<file path="config.mk">
export PLATFORM = sky130hd
export DESIGN_NAME = lcs_length_engine
export DESIGN_NICKNAME = d
export VERILOG_FILES = /design/src/rtl/core/lcs_pkg.sv /design/src/rtl/core/lcs_ram.sv /design/src/rtl/core/lcs_front.sv /design/src/rtl/core/lcs_cmd_fifo.sv /design/src/rtl/core/lcs_back.sv /design/src/rtl/core/lcs_length_engine.sv
export SDC_FILE = /design/constraint.sdc
export NUM_CORES = 2
export LEC_CHECK = 0
export BUFFER_PORTS_ARGS = -buffer_cell sky130_fd_sc_hd__buf_4
export CORE_MARGIN = 10
export CORE_UTILIZATION = 29
export CTS_CLUSTER_SIZE = 28
export DETAILED_ROUTE_END_ITERATION = 8
export HOLD_SLACK_MARGIN = 0.15
export SLEW_MARGIN = 20
export SYNTH_ARGS = -nofsm -noshare
export SYNTH_HDL_FRONTEND = slang
export SYNTH_HIERARCHICAL = 1
export SYNTH_MEMORY_MAX_BITS = 65536
export SYNTH_SLANG_ARGS = --single-unit
</file>
<file path="constraint.sdc">
create_clock -name i_clk -period 19.4 [get_ports i_clk]
set_input_delay 1.94 -clock i_clk [delete_from_list [all_inputs] [get_ports i_clk]]
set_output_delay 1.94 -clock i_clk [all_outputs]
set_load 0.02 [all_outputs]
</file>
<file path="src/rtl/core/lcs_pkg.sv">
// Package for the LCS length engine: opcodes, command types and sizing constants.
// Used by every module in rtl/core except lcs_ram; depends on nothing.
package lcs_pkg;

    localparam int MAX_LEN_DEFAULT = 256;
    localparam int SYM_W           = 8;
    localparam int LEN_W           = 9;
    localparam int LENGTH_MAX      = 511;
    localparam int FIFO_DEPTH      = 4;

    typedef enum logic [1:0] {
        OP_LOAD   = 2'd0,
        OP_SWEEP  = 2'd1,
        OP_FINISH = 2'd2
    } t_op;

    typedef enum logic [1:0] {
        KIND_LOAD   = 2'd0,
        KIND_SWEEP  = 2'd1,
        KIND_FINISH = 2'd2
    } t_kind;

    typedef struct packed {
        t_kind             kind;
        logic [SYM_W-1:0]  symbol;
    } t_cmd;

endpackage

</file>
<file path="src/rtl/core/lcs_ram.sv">
// Generic simple dual-port RAM: one write port, one read port, registered read data.
// Depends on nothing.
module lcs_ram #(
    parameter int WIDTH = 8,
    parameter int DEPTH = 256,
    localparam int AW   = (DEPTH > 1) ? $clog2(DEPTH) : 1
) (
    input  logic             i_clk,
    input  logic             i_we,
    input  logic [AW-1:0]    i_waddr,
    input  logic [WIDTH-1:0] i_wdata,
    input  logic [AW-1:0]    i_raddr,
    output logic [WIDTH-1:0] o_rdata
);

    logic [WIDTH-1:0] r_mem [DEPTH];
    logic [WIDTH-1:0] r_rdata;

    always_ff @(posedge i_clk) begin
        if (i_we) begin
            r_mem[i_waddr] <= i_wdata;
        end
        r_rdata <= r_mem[i_raddr];
    end

    assign o_rdata = r_rdata;

endmodule

</file>
<file path="src/rtl/core/lcs_front.sv">
// Front end: accepts input items, decodes the opcode and holds one command for the queue.
// Depends on lcs_pkg.
module lcs_front (
    input  logic                      i_clk,
    input  logic                      i_rst_n,
    input  logic                      i_valid,
    output logic                      o_ready,
    input  logic [1:0]                i_op,
    input  logic [lcs_pkg::SYM_W-1:0] i_symbol,
    output logic                      o_cmd_valid,
    input  logic                      i_cmd_ready,
    output lcs_pkg::t_cmd             o_cmd
);

    logic          r_valid;
    logic          n_valid;
    lcs_pkg::t_cmd r_cmd;
    lcs_pkg::t_cmd dec_cmd;
    logic          dec_ok;
    logic          accept;
    logic          pushed;

    assign o_ready = !r_valid || i_cmd_ready;
    assign accept  = i_valid && o_ready;
    assign pushed  = r_valid && i_cmd_ready;

    always_comb begin
        dec_ok         = 1'b1;
        dec_cmd.symbol = i_symbol;
        dec_cmd.kind   = lcs_pkg::KIND_LOAD;
        unique case (i_op)
            lcs_pkg::OP_LOAD:   dec_cmd.kind = lcs_pkg::KIND_LOAD;
            lcs_pkg::OP_SWEEP:  dec_cmd.kind = lcs_pkg::KIND_SWEEP;
            lcs_pkg::OP_FINISH: dec_cmd.kind = lcs_pkg::KIND_FINISH;
            default:            dec_ok = 1'b0;
        endcase
    end

    always_comb begin
        n_valid = (r_valid && !pushed) || (accept && dec_ok);
    end

    always_ff @(posedge i_clk) begin
        if (!i_rst_n) begin
            r_valid <= 1'b0;
        end else begin
            r_valid <= n_valid;
        end
        if (accept && dec_ok) begin
            r_cmd <= dec_cmd;
        end
    end

    assign o_cmd_valid = r_valid;
    assign o_cmd       = r_cmd;

endmodule

</file>
<file path="src/rtl/core/lcs_cmd_fifo.sv">
// Short command queue between the front end and the row engine.
// Depends on lcs_pkg.
module lcs_cmd_fifo (
    input  logic          i_clk,
    input  logic          i_rst_n,
    input  logic          i_push_valid,
    output logic          o_push_ready,
    input  lcs_pkg::t_cmd i_push_cmd,
    output logic          o_pop_valid,
    input  logic          i_pop_ready,
    output lcs_pkg::t_cmd o_pop_cmd
);

    localparam int DEPTH = lcs_pkg::FIFO_DEPTH;
    localparam int PW    = (DEPTH > 1) ? $clog2(DEPTH) : 1;
    localparam int CW    = $clog2(DEPTH + 1);

    lcs_pkg::t_cmd r_slot [DEPTH];
    logic [PW-1:0] r_wptr;
    logic [PW-1:0] r_rptr;
    logic [CW-1:0] r_count;
    logic [PW-1:0] n_wptr;
    logic [PW-1:0] n_rptr;
    logic [CW-1:0] n_count;
    logic          push;
    logic          pop;

    assign o_push_ready = r_count != CW'(DEPTH);
    assign o_pop_valid  = r_count != '0;
    assign o_pop_cmd    = r_slot[r_rptr];
    assign push         = i_push_valid && o_push_ready;
    assign pop          = o_pop_valid && i_pop_ready;

    always_comb begin
        n_wptr  = r_wptr;
        n_rptr  = r_rptr;
        n_count = r_count;
        if (push) begin
            n_wptr = (r_wptr == PW'(DEPTH - 1)) ? '0 : r_wptr + 1'b1;
        end
        if (pop) begin
            n_rptr = (r_rptr == PW'(DEPTH - 1)) ? '0 : r_rptr + 1'b1;
        end
        if (push && !pop) begin
            n_count = r_count + 1'b1;
        end else if (pop && !push) begin
            n_count = r_count - 1'b1;
        end
    end

    always_ff @(posedge i_clk) begin
        if (!i_rst_n) begin
            r_wptr  <= '0;
            r_rptr  <= '0;
            r_count <= '0;
        end else begin
            r_wptr  <= n_wptr;
            r_rptr  <= n_rptr;
            r_count <= n_count;
        end
        if (push) begin
            r_slot[r_wptr] <= i_push_cmd;
        end
    end

endmodule

</file>
<file path="src/rtl/core/lcs_back.sv">
// Row engine: stores the symbol buffer, sweeps the score row one cell per cycle,
// and emits the result on finish. Depends on lcs_pkg and lcs_ram.
module lcs_back #(
    parameter int MAX_LEN = lcs_pkg::MAX_LEN_DEFAULT
) (
    input  logic                      i_clk,
    input  logic                      i_rst_n,
    input  logic                      i_cmd_valid,
    output logic                      o_cmd_ready,
    input  lcs_pkg::t_cmd             i_cmd,
    output logic                      o_valid,
    input  logic                      i_ready,
    output logic [lcs_pkg::LEN_W-1:0] o_length,
    output logic                      o_overflow
);

    localparam int AW = (MAX_LEN > 1) ? $clog2(MAX_LEN) : 1;
    localparam int CW = $clog2(MAX_LEN + 1);

    typedef enum logic [2:0] {
        S_IDLE   = 3'b001,
        S_SWEEP  = 3'b010,
        S_FINISH = 3'b100
    } t_state;

    t_state                    r_state;
    t_state                    n_state;
    logic [CW-1:0]             r_count;
    logic [CW-1:0]             n_count;
    logic [CW-1:0]             r_fill;
    logic [CW-1:0]             n_fill;
    logic                      r_trunc;
    logic                      n_trunc;
    logic                      r_out_valid;
    logic                      n_out_valid;
    logic [AW-1:0]             r_j;
    logic [AW-1:0]             n_j;
    logic [CW-1:0]             r_diag;
    logic [CW-1:0]             r_left;
    logic [lcs_pkg::SYM_W-1:0] r_sym;
    logic [lcs_pkg::LEN_W-1:0] r_length;
    logic                      r_overflow;

    logic                      take;
    logic [CW-1:0]             count_m1;
    logic [AW-1:0]             rd_addr;
    logic                      sym_we;
    logic [lcs_pkg::SYM_W-1:0] sym_rd;
    logic [CW-1:0]             row_rd;
    logic                      row_we;
    logic [CW-1:0]             above;
    logic [CW-1:0]             cell_val;
    logic [CW-1:0]             fin_cell;
    logic                      last;
    logic                      start_sweep;

    assign count_m1 = r_count - 1'b1;
    assign o_cmd_ready = (r_state == S_IDLE)
                      && !(i_cmd.kind == lcs_pkg::KIND_FINISH && r_out_valid);
    assign take        = i_cmd_valid && o_cmd_ready;
    assign sym_we      = take && i_cmd.kind == lcs_pkg::KIND_LOAD
                      && r_count < CW'(MAX_LEN);
    assign start_sweep = take && i_cmd.kind == lcs_pkg::KIND_SWEEP && r_count != '0;

    assign above    = (CW'(r_j) < r_fill) ? row_rd : '0;
    assign cell_val = (sym_rd == r_sym) ? r_diag + 1'b1
                    : ((above > r_left) ? above : r_left);
    assign last     = CW'(r_j) == count_m1;
    assign row_we   = r_state == S_SWEEP;
    assign fin_cell = (r_count != '0 && count_m1 < r_fill) ? row_rd : '0;

    always_comb begin
        rd_addr = '0;
        if (r_state == S_SWEEP) begin
            rd_addr = r_j + 1'b1;
        end else if (i_cmd.kind == lcs_pkg::KIND_FINISH) begin
            rd_addr = count_m1[AW-1:0];
        end
    end

    lcs_ram #(
        .WIDTH (lcs_pkg::SYM_W),
        .DEPTH (MAX_LEN)
    ) u_sym_ram (
        .i_clk   (i_clk),
        .i_we    (sym_we),
        .i_waddr (r_count[AW-1:0]),
        .i_wdata (i_cmd.symbol),
        .i_raddr (rd_addr),
        .o_rdata (sym_rd)
    );

    lcs_ram #(
        .WIDTH (CW),
        .DEPTH (MAX_LEN)
    ) u_row_ram (
        .i_clk   (i_clk),
        .i_we    (row_we),
        .i_waddr (r_j),
        .i_wdata (cell_val),
        .i_raddr (rd_addr),
        .o_rdata (row_rd)
    );

    always_comb begin
        n_state     = r_state;
        n_count     = r_count;
        n_fill      = r_fill;
        n_trunc     = r_trunc;
        n_j         = r_j;
        n_out_valid = r_out_valid && !i_ready;
        unique case (r_state)
            S_IDLE: begin
                if (take) begin
                    case (i_cmd.kind)
                        lcs_pkg::KIND_LOAD: begin
                            if (sym_we) begin
                                n_count = r_count + 1'b1;
                            end else begin
                                n_trunc = 1'b1;
                            end
                        end
                        lcs_pkg::KIND_SWEEP: begin
                            if (start_sweep) begin
                                n_j     = '0;
                                n_state = S_SWEEP;
                            end
                        end
                        lcs_pkg::KIND_FINISH: n_state = S_FINISH;
                        default: ;
                    endcase
                end
            end
            S_SWEEP: begin
                n_j = r_j + 1'b1;
                if (last) begin
                    n_fill  = r_count;
                    n_state = S_IDLE;
                end
            end
            S_FINISH: begin
                n_out_valid = 1'b1;
                n_count     = '0;
                n_fill      = '0;
                n_trunc     = 1'b0;
                n_state     = S_IDLE;
            end
            default: n_state = S_IDLE;
        endcase
    end

    always_ff @(posedge i_clk) begin
        if (!i_rst_n) begin
            r_state     <= S_IDLE;
            r_count     <= '0;
            r_fill      <= '0;
            r_trunc     <= 1'b0;
            r_out_valid <= 1'b0;
            r_j         <= '0;
        end else begin
            r_state     <= n_state;
            r_count     <= n_count;
            r_fill      <= n_fill;
            r_trunc     <= n_trunc;
            r_out_valid <= n_out_valid;
            r_j         <= n_j;
        end
        if (start_sweep) begin
            r_sym  <= i_cmd.symbol;
            r_diag <= '0;
            r_left <= '0;
        end else if (r_state == S_SWEEP) begin
            r_diag <= above;
            r_left <= cell_val;
        end
        if (r_state == S_FINISH) begin
            r_length   <= (fin_cell > lcs_pkg::LENGTH_MAX)
                        ? lcs_pkg::LEN_W'(lcs_pkg::LENGTH_MAX)
                        : lcs_pkg::LEN_W'(fin_cell);
            r_overflow <= r_trunc;
        end
    end

    assign o_valid    = r_out_valid;
    assign o_length   = r_length;
    assign o_overflow = r_overflow;

endmodule

</file>
<file path="src/rtl/core/lcs_length_engine.sv">
// LCS length engine top level: front end, command queue and row engine.
// A sweep walks the score-row RAM one cell per cycle over the stored symbols (up to a full
// 256-symbol buffer), and the row engine takes no other command while it runs; a 4-entry
// queue lets input keep flowing while a sweep runs, until the queue fills.
// Op 3 is accepted and dropped. Depends on lcs_pkg, lcs_front, lcs_cmd_fifo, lcs_back.
module lcs_length_engine #(
    parameter int MAX_LEN = lcs_pkg::MAX_LEN_DEFAULT
) (
    input  logic                      i_clk,
    input  logic                      i_rst_n,
    input  logic                      i_in_valid,
    output logic                      o_in_ready,
    input  logic [1:0]                i_op,
    input  logic [lcs_pkg::SYM_W-1:0] i_symbol,
    output logic                      o_out_valid,
    input  logic                      i_out_ready,
    output logic [lcs_pkg::LEN_W-1:0] o_length,
    output logic                      o_overflow
);

    logic          w_fr_valid;
    logic          w_fr_ready;
    lcs_pkg::t_cmd w_fr_cmd;
    logic          w_q_valid;
    logic          w_bk_ready;
    lcs_pkg::t_cmd w_q_cmd;

    lcs_front u_front (
        .i_clk       (i_clk),
        .i_rst_n     (i_rst_n),
        .i_valid     (i_in_valid),
        .o_ready     (o_in_ready),
        .i_op        (i_op),
        .i_symbol    (i_symbol),
        .o_cmd_valid (w_fr_valid),
        .i_cmd_ready (w_fr_ready),
        .o_cmd       (w_fr_cmd)
    );

    lcs_cmd_fifo u_fifo (
        .i_clk        (i_clk),
        .i_rst_n      (i_rst_n),
        .i_push_valid (w_fr_valid),
        .o_push_ready (w_fr_ready),
        .i_push_cmd   (w_fr_cmd),
        .o_pop_valid  (w_q_valid),
        .i_pop_ready  (w_bk_ready),
        .o_pop_cmd    (w_q_cmd)
    );

    lcs_back #(
        .MAX_LEN (MAX_LEN)
    ) u_back (
        .i_clk       (i_clk),
        .i_rst_n     (i_rst_n),
        .i_cmd_valid (w_q_valid),
        .o_cmd_ready (w_bk_ready),
        .i_cmd       (w_q_cmd),
        .o_valid     (o_out_valid),
        .i_ready     (i_out_ready),
        .o_length    (o_length),
        .o_overflow  (o_overflow)
    );

`ifndef SYNTHESIS
    a_finish_waits_for_slot: assert property (@(posedge i_clk) disable iff (!i_rst_n)
        !(w_q_valid && w_bk_ready && w_q_cmd.kind == lcs_pkg::KIND_FINISH && o_out_valid))
        else $error("finish popped while a result is pending");

    a_sweep_reaches_front: assert property (@(posedge i_clk) disable iff (!i_rst_n)
        (i_in_valid && o_in_ready && i_op == lcs_pkg::OP_SWEEP) |=> w_fr_valid)
        else $error("accepted sweep not held by front end");

    a_result_from_finish: assert property (@(posedge i_clk) disable iff (!i_rst_n)
        $rose(o_out_valid)
        |-> $past(w_q_valid && w_bk_ready && w_q_cmd.kind == lcs_pkg::KIND_FINISH, 2))
        else $error("result raised without a finish transfer");
`endif

endmodule

</file>
### Word level (Yosys, flattened, before mapping)

Memories as Yosys holds them, arrays and structs flattened. A register that Yosys moved wholly into a read port is not among the register bits.
Index checks and enable logic that the tools add are counted.

| operators by class | value |
|---|---|
| add/subtract/negate cells | 8 |
| $lt $le $gt $ge | 4 |
| eq/ne operators | 21 |
| mux-type cells | 39 |
| reductions and logical operators | 36 |

Operator list:

| cell | count |
|---|---|
| 2-to-1 mux 9 bit | 7 |
| 2-to-1 mux 8 bit | 5 |
| one-hot mux 9 bit (2 select lines) | 2 |
| adder 9 x 1 -> 9 bit (second input constant) | 2 |
| one-hot mux 8 bit (2 select lines) | 1 |
| AND reduction 4 bit | 4 |
| logical AND 1 bit | 15 |
| 2-to-1 mux 3 bit | 5 |
| one-hot mux 3 bit (2 select lines) | 2 |
| 2-to-1 mux 1 bit | 11 |
| == test 8 x 9 -> 1 bit | 1 |
| > comparator 9 bit | 1 |
| less-than comparator 8 x 9 -> 1 bit | 1 |
| less-than comparator 9 bit | 1 |
| less-than comparator 9 bit (second input constant) | 1 |
| nonzero test 9 bit | 1 |
| subtractor 9 x 1 -> 9 bit (second input constant) | 1 |
| adder 8 x 1 -> 8 bit (second input constant) | 1 |
| == test 2 bit (second input constant) | 4 |
| == test 8 bit | 1 |
| 2-to-1 mux 2 bit | 4 |
| != test 2 bit (second input constant) | 4 |
| nonzero test 2 bit | 4 |
| != test 2 x 1 -> 1 bit (second input constant) | 3 |
| other kinds (17) | 26 |

| word-level totals | value |
|---|---|
| register bits after elaboration | 85 |
| RAM bits | 4,392 |
| input bits | 14 |
| output and inout port bits | 12 |
| word-level logic and storage cells | 128 |
| memories | 3 |

Memory list:

| memory | depth | width | read ports | clocked after memory_dff | wr ports | line | RTL |
|---|---|---|---|---|---|---|---|
| u_back.u_row_ram.r_mem | 256 | 9 | 1 | 1 | 1 | lcs_ram.sv:16 | `logic [WIDTH-1:0] r_mem [DEPTH];` |
| u_back.u_sym_ram.r_mem | 256 | 8 | 1 | 1 | 1 | lcs_ram.sv:16 |  |
| u_fifo.r_slot | 4 | 10 | 1 | 1 | 1 | lcs_cmd_fifo.sv:18 | `lcs_pkg::t_cmd r_slot [DEPTH];` |

### Longest topological paths before layout

| logic depth | value |
|---|---|
| depth after elaboration | 11 |
| mapped depth | 18 |
| mapped depth without buffers | 16 |

### By module

Netlist, hierarchy kept.

By module, submodules not included:

| module | times used | cells each | area an instance (um^2) | seq. area each (um^2) |
|---|---|---|---|---|
| lcs_ram (u_back.u_row_ram) | 1 | 4,237 | 89,278.1 | 69,366.5 |
| lcs_ram (u_back.u_sym_ram) | 1 | 3,733 | 79,556.3 | 61,659.1 |
| lcs_back | 1 | 491 | 4,167.7 | 1,521.5 |
| lcs_cmd_fifo | 1 | 103 | 1,920.6 | 1,381.3 |
| lcs_front | 1 | 17 | 362.8 | 320.3 |

### Least setup slack after synthesis

OpenSTA, ideal clock, no wires.

| path | value |
|---|---|
| path type | register to register |
| start point | register u_back.r_j[1] |
| end point | memory u_back/u_row_ram/r_mem[0][5] (netlist bit) (data pin) |
| setup time | 2.187 ns |
| arrival | 12.883 ns |
| required time | 17.213 ns |
| path slack | 4.330 ns |
| stages on the path, launching flop included | 18 |
| buffers on the path | 3 |
| clock period less this slack | 15.070 ns |
| cells stage by stage | dfxtp_1 ha_1 a21o_1 a211o_1 o2111ai_1 a21o_1 buf_1 nand2_1 inv_1 ha_1 nand4_1 nor2_1 a21oi_1 o21ai_0 clkbuf_1 nand2b_1 clkbuf_1 o21ai_0 |

| between the ends | value |
|---|---|
| longest elaborated chain between the ends | 5 |

RTL lines:

| what | line | RTL |
|---|---|---|
| from (decl) | lcs_back.sv:36 | `logic [AW-1:0] r_j;` |
| from (signal assigned) | lcs_back.sv:166 | `r_j <= n_j;` |
| less-than comparator 8 x 9 -> 1 bit | lcs_back.sv:65 | `assign above = (CW'(r_j) < r_fill) ? row_rd : '0;` |
| 2-to-1 mux 9 bit | lcs_back.sv:65 |  |
| named net u_back.above[6] | lcs_back.sv:51 | `logic [CW-1:0] above;` |
| > comparator 9 bit | lcs_back.sv:67 | `: ((above > r_left) ? above : r_left);` |
| 2-to-1 mux 9 bit | lcs_back.sv:67 |  |
| 2-to-1 mux 9 bit | lcs_back.sv:66 | `assign cell_val = (sym_rd == r_sym) ? r_diag + 1'b1` |
| named net u_back.cell_val[5] | lcs_back.sv:52 | `logic [CW-1:0] cell_val;` |
| to (decl) | lcs_ram.sv:16 |  |

The timed path passes the listed nets, and every way through them passes these cells.

==> impl_metrics.tcl <==
set metrics [dict create \
    worstSkewPairLatency_ns 1.02 \
    p_int_mw 18.3 \
    timing.setup.tns_ns 0 \
    rows 285 \
    min_period_over_period_pct 41.7 \
    worstSetupStartpointType "flop" \
    cp_num_buf_inv 7 \
    ys_ff_latch 4496 \
    drt-total-wl_um 445000 \
    htreeDepth 5 \
    p_seq_share_pct 42.3 \
    io_buffers 25 \
    antenna_found_initial 20 \
    critPathSlowestCell "nor4_1" \
    grt_pass1_vias 87000 \
    path_cells "mux4_2, nor2b_1, buf_4, nand2_1, o22ai_4, buf_12, buf_12, buf_4, buf_4, buf_4, mux4_2, a22oi_1, a21oi_1, nor4_1, buf_4, nor4_1" \
    cts_tree "done" \
    vias 86800 \
    synth_warnings 6 \
    avgSynthCellArea_um2 20.4 \
    detail-route-antenna-nets 0 \
    fin_nets 8757 \
    finalNonFillerCells 17100 \
    utilization_pct 32.9 \
    path_max_fanout 91 \
    power_density_nw_per_um2 134 \
    final.setup_skew_ns 0.0906 \
    synth_cell_type_count 87 \
    hold_path_class "flop to flop" \
    cp.required_ns 20.27 \
    synthesis.instances 8581 \
    gp_congestion 0.798 \
    drv_slew 0 \
    final-setup-viol-count 0 \
    finalPower_mw 26.6 \
    grt_max_degree 233 \
    synthTopCellsByArea "edfxtp_1, mux4_2, mux2i_1, nor2_1, a22oi_1" \
    end_kind "flop" \
    cts_hold_buf 0 \
    finalHoldWorstSlack_ns 0.454 \
    initial_core_util_pct 29.1 \
    die_area_um2 636000 \
    crit_top_cell "buf_4" \
    drtPass1Iterations 6 \
    layout_commonest_cell "edfxtp_1" \
    dp.cells 16300 \
    power_frac_comb_pct 27.0 \
    drc 0 \
    grt_pass1_wl_um 641000 \
    fillers 56400 \
    crit_family "buffers and inverters" \
    power.share.clock_pct 30.7 \
    synthArstFlopShare_pct 0 \
    vias_per_cell 5.08 \
    fp.dieW_um 797 \
    clkSlewWorstSetupHoldPaths_ns 0.06 \
    routedWlPerCell_um 26.0 \
    ys_seq_area_share_pct 76.6 \
    drtIter0Drc 10400 \
    track_usage_pct 13.4 \
    synth_area_um2 175000 \
    drive_above_1_share_pct 20.8 \
    fmax_mhz 124 \
    arrival_ns 8.96 \
    layout_common_cells "edfxtp_1, mux4_2, nor2_1" \
    drv_cap 0 \
    power_leakage_nw 59.6 \
    cts_resized 0 \
    cts_buffers 421 \
    areaGrowthSynthToFinish_pct 13.2 \
    final_area_um2 198000 \
    p_sw_mw 8.26 \
    hpwl_um 263000 \
    globalRouteOverflowTotal 0 \
    die_height_um 797 \
    io_pins 26 \
    post_cts_buffers 0 \
    cts_root_buffer "clkbuf_16" \
    worst_slew_pin_slew_ns 1.38 \
    peakVddDrop_mv 0.117 \
    switching_share_pct 31.1 \
    synth_edf_count 4420 \
    status "finished clean" \
    relSlewSlack_pct 7.32 \
    final_critical_path_setup_slack_ns 11.30 \
    numClockSinks 4496 \
    hold_viol 0 \
    max-clock-path-buffers 4 \
    synth_top_area_share_pct 75.7 \
    rsz0062_at_grt "false" \
    postPlaceCellArea_um2 185000 \
    preCtsSetupSlack_ns 11.01 \
    cpPeakStageDelay_ns 0.90 \
    period_minus_slack_ns 8.10 \
    setup.worst_path.class "flop to flop" \
    core_um2 602000 \
    synth_largest_area_cell "edfxtp_1" \
    synth_flop_cell "edfxtp_1" \
    synth_nets 8631 \
]
==> final cells by class <==
cell class	instances	area (µm²)	share of cell area, %
sequential	4496	134000	67.7
antenna	6	15.0	0.00757
clock buffer	521	11100	5.59
timing repair buffer	227	2030	1.03
tap	8036	10100	5.07
multi-input combinational	3523	38300	19.3
inverter	38	143	0.0719
clock inverter	252	2430	1.23
==> power groups by stage <==
stage / clock, mW / combinational, mW / sequential, mW
2_1_floorplan: 0 / 4.74 / 11.5
6_report: 8.16 / 7.19 / 11.2
4_1_cts: 8.32 / 7.23 / 11.2
3_5_place_dp: 0 / 7.21 / 11.4
3_3_place_gp: 0 / 7.16 / 11.4
5_1_grt: 8.70 / 7.57 / 11.2
==> worst reg2reg max path, delay by kind of cell, from the launching register on <==
family / cells / cell delay (ns)
buf+inv: 7 / 3.92
simple gates: 4 / 1.31
mux: 2 / 1.29
flops: 1 / 0.75
compound gates: 3 / 0.73
==> synth_stat cells, drive strengths merged, types with 12 or more instances <==
| library cell | n |
|---|---|
| a31oi | 23 |
| nand4 | 29 |
| and3 | 24 |
| nand3 | 91 |
| mux2i | 322 |
| o221ai | 86 |
| edfxtp | 4420 |
| a211oi | 42 |
| nor3 | 46 |
| nand2b | 22 |
| nor4 | 58 |
| nor2 | 636 |
| nand2 | 121 |
| a221oi | 26 |
| o211ai | 14 |
| nor2b | 82 |
| clkbuf | 256 |
| xnor2 | 20 |
| dfxtp | 76 |
| inv | 35 |
| and2 | 12 |
| ha | 35 |
| a22o | 16 |
| buf | 268 |
| or2 | 14 |
| o22ai | 104 |
| o21ai | 77 |
| a21oi | 210 |
| xor2 | 25 |
| mux2 | 22 |
| a22oi | 309 |
| mux4 | 942 |
==> registers in the layout, summed over array words and instances, names as in the netlist, 3 cells and up, named ones only <==
register and flops:
u_back/u_row_ram/r_mem 2304, u_back/u_sym_ram/r_mem 2048, u_fifo/r_slot 40, u_front/o_cmd 10
u_back/o_length 9, u_back/r_count 9, u_back/r_diag 9, u_back/r_fill 9
u_back/r_left 9, u_back/u_row_ram/o_rdata 9, u_back/r_j 8, u_back/r_sym 8
u_back/u_sym_ram/o_rdata 8, u_back/r_state 3, u_fifo/r_count 3
==> routing by layer <==
metal / wire (µm) / global-route usage, % / share of wire (%) / vias to the layer above
met3: 35400 / 2.50 / 8.0 / 725
met5: 63 / 0 / 0.014 / -
met1: 182000 / 18.4 / 41 / 46600
met2: 212000 / 21.8 / 48 / 3537
li1: - / - / - / 35900
met4: 14900 / 4.10 / 3.4 / 10
==> kinds of logic (layout without fill, tap and decap cells) <==
group           Yosys count  after routing  share of synthesized area (%)
other cells               0              6                              0
compound gates          980            980                           3.85
xor+xnor                 45             45                          0.225
mux                    1286           1286                           14.1
simple gates           1176           1176                           3.09
flops                  4496           4496                           76.6
buf+inv                 562           1038                           1.88
fa+ha+maj                36             36                          0.261
==> worst paths after layout <==
check / from / end / slack (ns) / cells after the start
max reg2reg: flop / u_back/u_row_ram/o_rdata[2] / 11.30 / 16
min: u_back/r_trunc / u_back/o_overflow / 0.45 / 0
max: flop / u_back/u_row_ram/o_rdata[2] / 11.30 / 16
min reg2reg: u_back/r_trunc / u_back/o_overflow / 0.45 / 0
Note: power is estimated with default switching activity, not from simulation.
